File: src/sv/adpcm_pkg.sv
`timescale 1ns / 1ps
// adpcm_pkg: shared widths, limits, sequencer states and the step adaptation table
// for the ADPCM nibble decoder. No dependencies.
package adpcm_pkg;

  localparam int unsigned STEP_W = 15;
  localparam int unsigned FACT_W = 10;
  localparam int unsigned PROD_W = 25;

  localparam logic [STEP_W-1:0] STEP_MIN = 15'd127;
  localparam logic [STEP_W-1:0] STEP_MAX = 15'd24576;
  localparam logic [STEP_W-1:0] DIFF_CAP = 15'd32767;

  localparam logic signed [15:0] HIST_MAX = 16'sh7fff;
  localparam logic signed [15:0] HIST_MIN = 16'sh8000;

  typedef enum logic [2:0] {
    ST_IDLE,
    ST_DIFF,
    ST_STEP,
    ST_UPD,
    ST_EMIT
  } state_t;

  function automatic logic [FACT_W-1:0] adapt_factor(input logic [2:0] mag);
    logic [FACT_W-1:0] f;
    unique case (mag)
      3'd4:    f = 10'd307;
      3'd5:    f = 10'd409;
      3'd6:    f = 10'd512;
      3'd7:    f = 10'd614;
      default: f = 10'd230;
    endcase
    return f;
  endfunction

endpackage

File: src/sv/adpcm_if.sv
`timescale 1ns / 1ps
// Channel interfaces for the ADPCM nibble decoder: input bytes, output samples,
// and the mode register write channel. Depends on nothing.
interface adpcm_in_if;
  logic       valid;
  logic       ready;
  logic [7:0] data_byte;
  logic       restart;
  modport source (output valid, output data_byte, output restart, input ready);
  modport sink   (input valid, input data_byte, input restart, output ready);
endinterface

interface adpcm_out_if;
  logic               valid;
  logic               ready;
  logic signed [15:0] sample;
  logic               last;
  modport source (output valid, output sample, output last, input ready);
  modport sink   (input valid, input sample, input last, output ready);
endinterface

interface adpcm_cfg_if;
  logic valid;
  logic ready;
  logic pcm_mode;
  modport source (output valid, output pcm_mode, input ready);
  modport sink   (input valid, input pcm_mode, output ready);
endinterface

File: src/sv/adpcm_mul.sv
`timescale 1ns / 1ps
// adpcm_mul: shared multiplier with registered product, used for both the
// difference and the step adaptation. Depends on adpcm_pkg.
module adpcm_mul (
  input  logic                             clk,
  input  logic [adpcm_pkg::FACT_W-1:0]     fact,
  input  logic [adpcm_pkg::STEP_W-1:0]     step,
  output logic [adpcm_pkg::PROD_W-1:0]     prod_r
);

  always_ff @(posedge clk) begin
    prod_r <= adpcm_pkg::PROD_W'(fact) * adpcm_pkg::PROD_W'(step);
  end

endmodule

File: src/sv/adpcm_nibble_decoder.sv
`timescale 1ns / 1ps
// adpcm_nibble_decoder: top level; sequencer around one shared multiplier.
// Depends on adpcm_pkg, adpcm_if.sv (interfaces) and adpcm_mul.
//
//  channel  | dir | payload                  | handshake
//  ---------+-----+--------------------------+-------------
//  in_if    | in  | data_byte[7:0], restart  | valid/ready
//  out_if   | out | sample[15:0] s, last     | valid/ready
//  cfg_if   | in  | pcm_mode                 | valid/ready
//
// ADPCM byte: accepted while idle, then for each nibble a diff multiply, a step
// multiply, an update and the hand-off to the output register.
// PCM: first byte of a pair is stored as the low byte, second byte is emitted.
// in_if.ready is high only while the sequencer is idle; a full output register
// holds the sequencer in its hand-off state. cfg_if is always ready.
// Synchronous active-low reset: history 0, step 127, pairing cleared, ADPCM mode.
module adpcm_nibble_decoder (
  input  logic              clk,
  input  logic              rst_n,
  adpcm_in_if.sink          in_if,
  adpcm_out_if.source       out_if,
  adpcm_cfg_if.sink         cfg_if
);

  adpcm_pkg::state_t state_r, state_nxt;

  logic                            pcm_mode_r;
  logic signed [15:0]              hist_r, hist_nxt;
  logic [adpcm_pkg::STEP_W-1:0]    step_r, step_nxt;
  logic [7:0]                      low_r, low_nxt;
  logic                            have_low_r, have_low_nxt;
  logic [7:0]                      byte_r, byte_nxt;
  logic                            nib_r, nib_nxt;
  logic [adpcm_pkg::STEP_W-1:0]    diff_r, diff_nxt;
  logic signed [15:0]              res_r, res_nxt;
  logic                            res_last_r, res_last_nxt;
  logic                            out_valid_r, out_valid_nxt;
  logic signed [15:0]              out_sample_r, out_sample_nxt;
  logic                            out_last_r, out_last_nxt;

  logic [adpcm_pkg::FACT_W-1:0]    mul_fact;
  logic [adpcm_pkg::PROD_W-1:0]    prod_r;

  logic [3:0]                      code;
  logic                            have_low_eff;
  logic signed [16:0]              sum;
  logic signed [15:0]              sat;
  logic [16:0]                     nstep;

  adpcm_mul u_mul (
    .clk    (clk),
    .fact   (mul_fact),
    .step   (step_r),
    .prod_r (prod_r)
  );

  assign code = nib_r ? byte_r[7:4] : byte_r[3:0];

  assign in_if.ready   = (state_r == adpcm_pkg::ST_IDLE);
  assign cfg_if.ready  = 1'b1;
  assign out_if.valid  = out_valid_r;
  assign out_if.sample = out_sample_r;
  assign out_if.last   = out_last_r;

  always_comb begin
    state_nxt      = state_r;
    hist_nxt       = hist_r;
    step_nxt       = step_r;
    low_nxt        = low_r;
    have_low_nxt   = have_low_r;
    byte_nxt       = byte_r;
    nib_nxt        = nib_r;
    diff_nxt       = diff_r;
    res_nxt        = res_r;
    res_last_nxt   = res_last_r;
    out_valid_nxt  = out_valid_r && !out_if.ready;
    out_sample_nxt = out_sample_r;
    out_last_nxt   = out_last_r;
    mul_fact       = '0;
    have_low_eff   = have_low_r && !in_if.restart;
    sum            = '0;
    sat            = '0;
    nstep          = '0;

    unique case (state_r)
      adpcm_pkg::ST_IDLE: begin
        if (in_if.valid) begin
          if (in_if.restart) begin
            hist_nxt     = '0;
            step_nxt     = adpcm_pkg::STEP_MIN;
            low_nxt      = '0;
            have_low_nxt = 1'b0;
          end
          if (pcm_mode_r) begin
            if (!have_low_eff) begin
              low_nxt      = in_if.data_byte;
              have_low_nxt = 1'b1;
            end else begin
              res_nxt      = {in_if.data_byte, low_r};
              res_last_nxt = 1'b1;
              have_low_nxt = 1'b0;
              state_nxt    = adpcm_pkg::ST_EMIT;
            end
          end else begin
            byte_nxt     = in_if.data_byte;
            nib_nxt      = 1'b0;
            have_low_nxt = 1'b0;
            state_nxt    = adpcm_pkg::ST_DIFF;
          end
        end
      end
      adpcm_pkg::ST_DIFF: begin
        mul_fact  = adpcm_pkg::FACT_W'({code[2:0], 1'b1});
        state_nxt = adpcm_pkg::ST_STEP;
      end
      adpcm_pkg::ST_STEP: begin
        diff_nxt  = (|prod_r[24:18]) ? adpcm_pkg::DIFF_CAP : prod_r[17:3];
        mul_fact  = adpcm_pkg::adapt_factor(code[2:0]);
        state_nxt = adpcm_pkg::ST_UPD;
      end
      adpcm_pkg::ST_UPD: begin
        if (code[3]) begin
          sum = {hist_r[15], hist_r} - $signed({2'b00, diff_r});
        end else begin
          sum = {hist_r[15], hist_r} + $signed({2'b00, diff_r});
        end
        if (sum[16] != sum[15]) begin
          sat = sum[16] ? adpcm_pkg::HIST_MIN : adpcm_pkg::HIST_MAX;
        end else begin
          sat = sum[15:0];
        end
        nstep = prod_r[24:8];
        if (nstep < 17'(adpcm_pkg::STEP_MIN)) begin
          step_nxt = adpcm_pkg::STEP_MIN;
        end else if (nstep > 17'(adpcm_pkg::STEP_MAX)) begin
          step_nxt = adpcm_pkg::STEP_MAX;
        end else begin
          step_nxt = nstep[14:0];
        end
        hist_nxt     = sat;
        res_nxt      = sat;
        res_last_nxt = nib_r;
        state_nxt    = adpcm_pkg::ST_EMIT;
      end
      adpcm_pkg::ST_EMIT: begin
        if (!out_valid_r || out_if.ready) begin
          out_valid_nxt  = 1'b1;
          out_sample_nxt = res_r;
          out_last_nxt   = res_last_r;
          if (res_last_r) begin
            state_nxt = adpcm_pkg::ST_IDLE;
          end else begin
            nib_nxt   = 1'b1;
            state_nxt = adpcm_pkg::ST_DIFF;
          end
        end
      end
      default: begin
        state_nxt = adpcm_pkg::ST_IDLE;
      end
    endcase
  end

  always_ff @(posedge clk) begin
    if (!rst_n) begin
      state_r     <= adpcm_pkg::ST_IDLE;
      pcm_mode_r  <= 1'b0;
      hist_r      <= '0;
      step_r      <= adpcm_pkg::STEP_MIN;
      low_r       <= '0;
      have_low_r  <= 1'b0;
      nib_r       <= 1'b0;
      out_valid_r <= 1'b0;
    end else begin
      state_r     <= state_nxt;
      hist_r      <= hist_nxt;
      step_r      <= step_nxt;
      low_r       <= low_nxt;
      have_low_r  <= have_low_nxt;
      nib_r       <= nib_nxt;
      out_valid_r <= out_valid_nxt;
      if (cfg_if.valid) begin
        pcm_mode_r <= cfg_if.pcm_mode;
      end
    end
  end

  always_ff @(posedge clk) begin
    byte_r       <= byte_nxt;
    diff_r       <= diff_nxt;
    res_r        <= res_nxt;
    res_last_r   <= res_last_nxt;
    out_sample_r <= out_sample_nxt;
    out_last_r   <= out_last_nxt;
  end

  // step stays inside its clamp window
  a_step_range: assert property (@(posedge clk) disable iff (!rst_n)
    step_r >= adpcm_pkg::STEP_MIN && step_r <= adpcm_pkg::STEP_MAX)
    else $error("step out of range");

  // ADPCM byte starts decoding and drops any pending PCM low byte
  a_adpcm_start: assert property (@(posedge clk) disable iff (!rst_n)
    in_if.valid && in_if.ready && !pcm_mode_r |=>
      state_r == adpcm_pkg::ST_DIFF && !have_low_r && !nib_r)
    else $error("ADPCM transaction did not start decode");

  // hand-off moves the pending result into the output register
  a_emit: assert property (@(posedge clk) disable iff (!rst_n)
    state_r == adpcm_pkg::ST_EMIT && (!out_valid_r || out_if.ready) |=>
      out_if.valid && out_if.sample == $past(res_r) && out_if.last == $past(res_last_r))
    else $error("result lost at hand-off");

endmodule
File: src/flat_wrapper.sv
// flat-port wrapper written by rule: the top's interface ports become plain ports
module adpcm_nibble_decoder_flat 
  (clk, rst_n, in_if_valid, in_if_data_byte, in_if_restart, in_if_ready, out_if_valid, out_if_sample, out_if_last, out_if_ready, cfg_if_valid, cfg_if_pcm_mode, cfg_if_ready);
  adpcm_in_if in_if_i ();
  adpcm_out_if out_if_i ();
  adpcm_cfg_if cfg_if_i ();
  input  logic clk;
  input  logic rst_n;
  input wire logic [$bits(in_if_i.valid)-1:0] in_if_valid;
  input wire logic [$bits(in_if_i.data_byte)-1:0] in_if_data_byte;
  input wire logic [$bits(in_if_i.restart)-1:0] in_if_restart;
  output wire logic [$bits(in_if_i.ready)-1:0] in_if_ready;
  output wire logic [$bits(out_if_i.valid)-1:0] out_if_valid;
  output wire logic [$bits(out_if_i.sample)-1:0] out_if_sample;
  output wire logic [$bits(out_if_i.last)-1:0] out_if_last;
  input wire logic [$bits(out_if_i.ready)-1:0] out_if_ready;
  input wire logic [$bits(cfg_if_i.valid)-1:0] cfg_if_valid;
  input wire logic [$bits(cfg_if_i.pcm_mode)-1:0] cfg_if_pcm_mode;
  output wire logic [$bits(cfg_if_i.ready)-1:0] cfg_if_ready;
  assign in_if_i.valid = in_if_valid;
  assign in_if_i.data_byte = in_if_data_byte;
  assign in_if_i.restart = in_if_restart;
  assign in_if_ready = in_if_i.ready;
  assign out_if_valid = out_if_i.valid;
  assign out_if_sample = out_if_i.sample;
  assign out_if_last = out_if_i.last;
  assign out_if_i.ready = out_if_ready;
  assign cfg_if_i.valid = cfg_if_valid;
  assign cfg_if_i.pcm_mode = cfg_if_pcm_mode;
  assign cfg_if_ready = cfg_if_i.ready;
  adpcm_nibble_decoder u_core (.clk(clk), .rst_n(rst_n), .in_if(in_if_i), .out_if(out_if_i), .cfg_if(cfg_if_i));
endmodule
File: config.mk
export PLATFORM = sky130hd
export DESIGN_NAME = adpcm_nibble_decoder_flat
export DESIGN_NICKNAME = d
export VERILOG_FILES = /design/src/sv/adpcm_pkg.sv /design/src/sv/adpcm_if.sv /design/src/sv/adpcm_mul.sv /design/src/sv/adpcm_nibble_decoder.sv /design/src/flat_wrapper.sv
export SDC_FILE = /design/constraint.sdc
export NUM_CORES = 1
export LEC_CHECK = 0
export ABC_AREA = 1
export BUFFER_PORTS_ARGS = -buffer_cell sky130_fd_sc_hd__clkbuf_2
export CORE_AREA = 2 2 182 139
export CTS_BUF_LIST = sky130_fd_sc_hd__clkbuf_4 sky130_fd_sc_hd__clkbuf_8
export CTS_CLUSTER_SIZE = 20
export DETAILED_ROUTE_END_ITERATION = 12
export DIE_AREA = 0 0 184 141
export GPL_TIMING_DRIVEN = 0
export PLACE_DENSITY = 0.66
export SYNTH_ARGS = -nofsm -noshare
export SYNTH_HDL_FRONTEND = slang
export SYNTH_SLANG_ARGS = --single-unit
File: constraint.sdc
create_clock -name clk -period 7.1 [get_ports clk]
set_input_delay 0.71 -clock clk [delete_from_list [all_inputs] [get_ports clk]]
set_output_delay 0.71 -clock clk [all_outputs]
set_load 0.05 [all_outputs]
==> results.toml <==
[status]
status = "finished, final reports clean"

[timing]
rsz0062_at_grt = "false"
period_needed_ns = 6.636
whs_ns = 0.4241
fmax_ghz = 0.1507
tns_ns = 0
finalSetupViolCount = 0
final_hold_viol_count = 0
final_max_slew_viol_count = 0
slew_headroom = 0.3485
tightestPinTransition_ns = 0.9773
finalCritPeriodShare = 0.9347
fin_skew_ns = 0.009473

[clock_tree]
clk_path_buf_depth = 2
h-tree-depth = 4
cts_buffers = 17
clkTransAtPathRegs_ns = 0.08
ctsHoldBuffers = 0
cts_resized = 0
post_cts_buffers = 0
cts_tree = "built"
root_buffer = "clkbuf_8"
clk_latency_ns = 0.45
cts_num_sinks = 125

[final_layout]
final_cell_area_um2 = 11690
drive_gt1_frac = 0.09052
regArea_um2 = 3073
n_fill_cell = 2442
multi_input_area_um2 = 6570
nets = 1572
n_antenna_cell = 0
syn_to_final_growth_pct = 8.714

[power]
p_sw_mw = 1.138
combPwrFrac = 0.434
ir_drop_mv = 0.1360
power_mw = 2.632
p_seq_frac = 0.340
swShare = 0.4326
intPower_mw = 1.493
clockPowerShare = 0.226
p_leak_nw = 6.017
power.density_nw_per_um2 = 225.1

[floorplanning]
start_util = 0.4408
core_um2 = 24400
io-pin-count = 35
fp-row-count = 50
die_h_um = 141
fp.dieArea_um2 = 25940
die_w_um = 184

[drt]
vias = 8637
drtIter0Drc = 672
drc = 0
dr.pass1.iters = 5
wirelength_um = 25900
wire_per_inst_um = 15.20
vias_per_cell = 5.069
ant_nets = 0

[logic_synthesis]
synth_edf_count = 57
ys_seq_elements = 125
synth_top_area_frac = 0.1917
avgSynthCellArea_um2 = 8.099
synth_area_um2 = 10760
yosysSeqAreaShare = 0.2857
syn-num-nets = 1521
async_flop_share = 0
synth_area_leader_cell = "fa_1"
ys_types = 46
yosysWarningCount = 0
synth_flop_cell = "dfxtp_1"
synth.area.top_cells = "fa_1, edfxtp_1, dfxtp_1, nand2_1, inv_1"
syn_inst = 1328

[global_route]
grt_use_total = 0.2092
antenna_found_initial = 0
grt_max_degree = 21
grt_pass1_vias = 8267
grt_pass1_wl_um = 42330
gr-total-overflow = 0

[place]
post-dp-hpwl_um = 21490
dpl_cell_area_um2 = 11310
gp_congestion = 0.9174
io_buffers = 32

[setup_path]
cp_data_arrival_time_ns = 6.99
worst_ep_required_time_ns = 7.45
cp-start-kind = "register"
r2r_cells = 26
crit_type = "reg2reg"
crit_path_frequent_cell = "inv_1"
slowest_delay_ns = 0.56
crit_slowest_cell = "fa_1"
crit_fanout = 14
cp-end-kind = "register"

[hold_path]
min_path_type = "reg2reg"
holdPathStages = 0

[run]
max_cap_viol_count = 0
-- cell families after synthesis --
| kind of cell | Yosys count | share of synthesized area |
|---|---|---|
| adder cells (fa/ha/maj) | 178 | 0.2790 |
| AND/OR/NAND/NOR | 554 | 0.2246 |
| flip-flops | 125 | 0.2857 |
| buffers and inverters | 290 | 0.1046 |
| other | 1 | 0.0003487 |
| AO/OA/AOI/OAI | 139 | 0.07236 |
| XOR/XNOR | 41 | 0.03339 |
-- per-layer routing --
layer,wire length (um),GRT usage,share of wire,vias to the layer above
li1,-,-,-,4246
met1,12170,0.2987,0.47,4076
met2,11700,0.3279,0.45,280
met3,1607,0.03978,0.062,35
met4,416,0.05137,0.016,0
met5,0,0,0,-
-- path summary, 6_finish.rpt --
check        slack (ns)                 endpoint              start
max                0.46  u_core.u_mul.prod_r[23]  u_core.state_r[2]
min                0.42  u_core.out_if.sample[7]    u_core.res_r[7]
max reg2reg        0.46  u_core.u_mul.prod_r[23]  u_core.state_r[2]
min reg2reg        0.42  u_core.out_if.sample[7]    u_core.res_r[7]
-- layout make-up --
class / count / share of cell area
Sequential cell: 125 / 0.2628
Buffer: 25 / 0.01113
Clock buffer: 17 / 0.02001
Tap cell: 312 / 0.03339
Multi-Input combinational cell: 914 / 0.5619
Inverter: 264 / 0.08475
Timing Repair Buffer: 32 / 0.01370
Clock inverter: 15 / 0.01231
-- synth_stat cells, types with 9 or more instances --
cell type  number
nor3_1         10
clkbuf_1       13
dfxtp_1        68
or2_2           9
fa_1          103
xnor2_1        10
nor2_1        128
nand3_2        22
a21oi_1        69
ha_1           75
o21ai_0        38
inv_1         258
nand2_1       299
xor2_1         31
nand3_1        59
edfxtp_1       57
-- cells in the final DEF (no fill, tap or decap), types with 38 or more instances in the layout --
cell / Yosys / routed
a21oi_1: 69 / 68
nor2_1: 128 / 127
inv_1: 258 / 258
fa_1: 103 / 103
o21ai_0: 38 / 38
ha_1: 75 / 75
edfxtp_1: 57 / 57
nand3_1: 59 / 59
dfxtp_1: 68 / 68
nand2_1: 299 / 299
-- state kept, by name, indices dropped and copies added (netlist names), 8 cells and up --
name,flops
u_core.out_if.sample,16
u_core.step_r,15
u_core.u_mul.prod_r,22
u_core.low_r,8
u_core.res_r,16
u_core.diff_r,15
u_core.byte_r,8
u_core.hist_r,16
-- power groups by stage --
| stage | registers, mW | logic, mW | clock network, mW |
|---|---|---|---|
| after detailed placement | 0.908 | 1.14 | 0 |
| after floorplan | 0.904 | 0.847 | 0 |
| after global routing | 0.901 | 1.31 | 0.636 |
| after global placement | 0.906 | 1.12 | 0 |
| final | 0.894 | 1.14 | 0.595 |
| after CTS | 0.891 | 1.14 | 0.608 |
-- worst max-delay path: cells and delay by family, from the launching register on --
kind,cells,cell delay [ns]
buffers and inverters,7,0.77
adders and majority gates,6,2.94
AOI/OAI and AO/OA,4,1.02
DFF,1,0.34
and+or+nand+nor,9,1.45
-- through the flow --
stage | util | worst slack (ns) | cells
2_1_floorplan | - | 1.338 | 1328
3_3_place_gp | 0.4634 | 0.3094 | 1672
3_5_place_dp | 0.4635 | 0.2319 | 1672
4_1_cts | 0.4790 | 0.1923 | 1704
5_1_grt | 0.4792 | 0.1181 | 1704
6_report | 0.4792 | 0.4636 | 1704
Power figures use the tool's default switching activity.
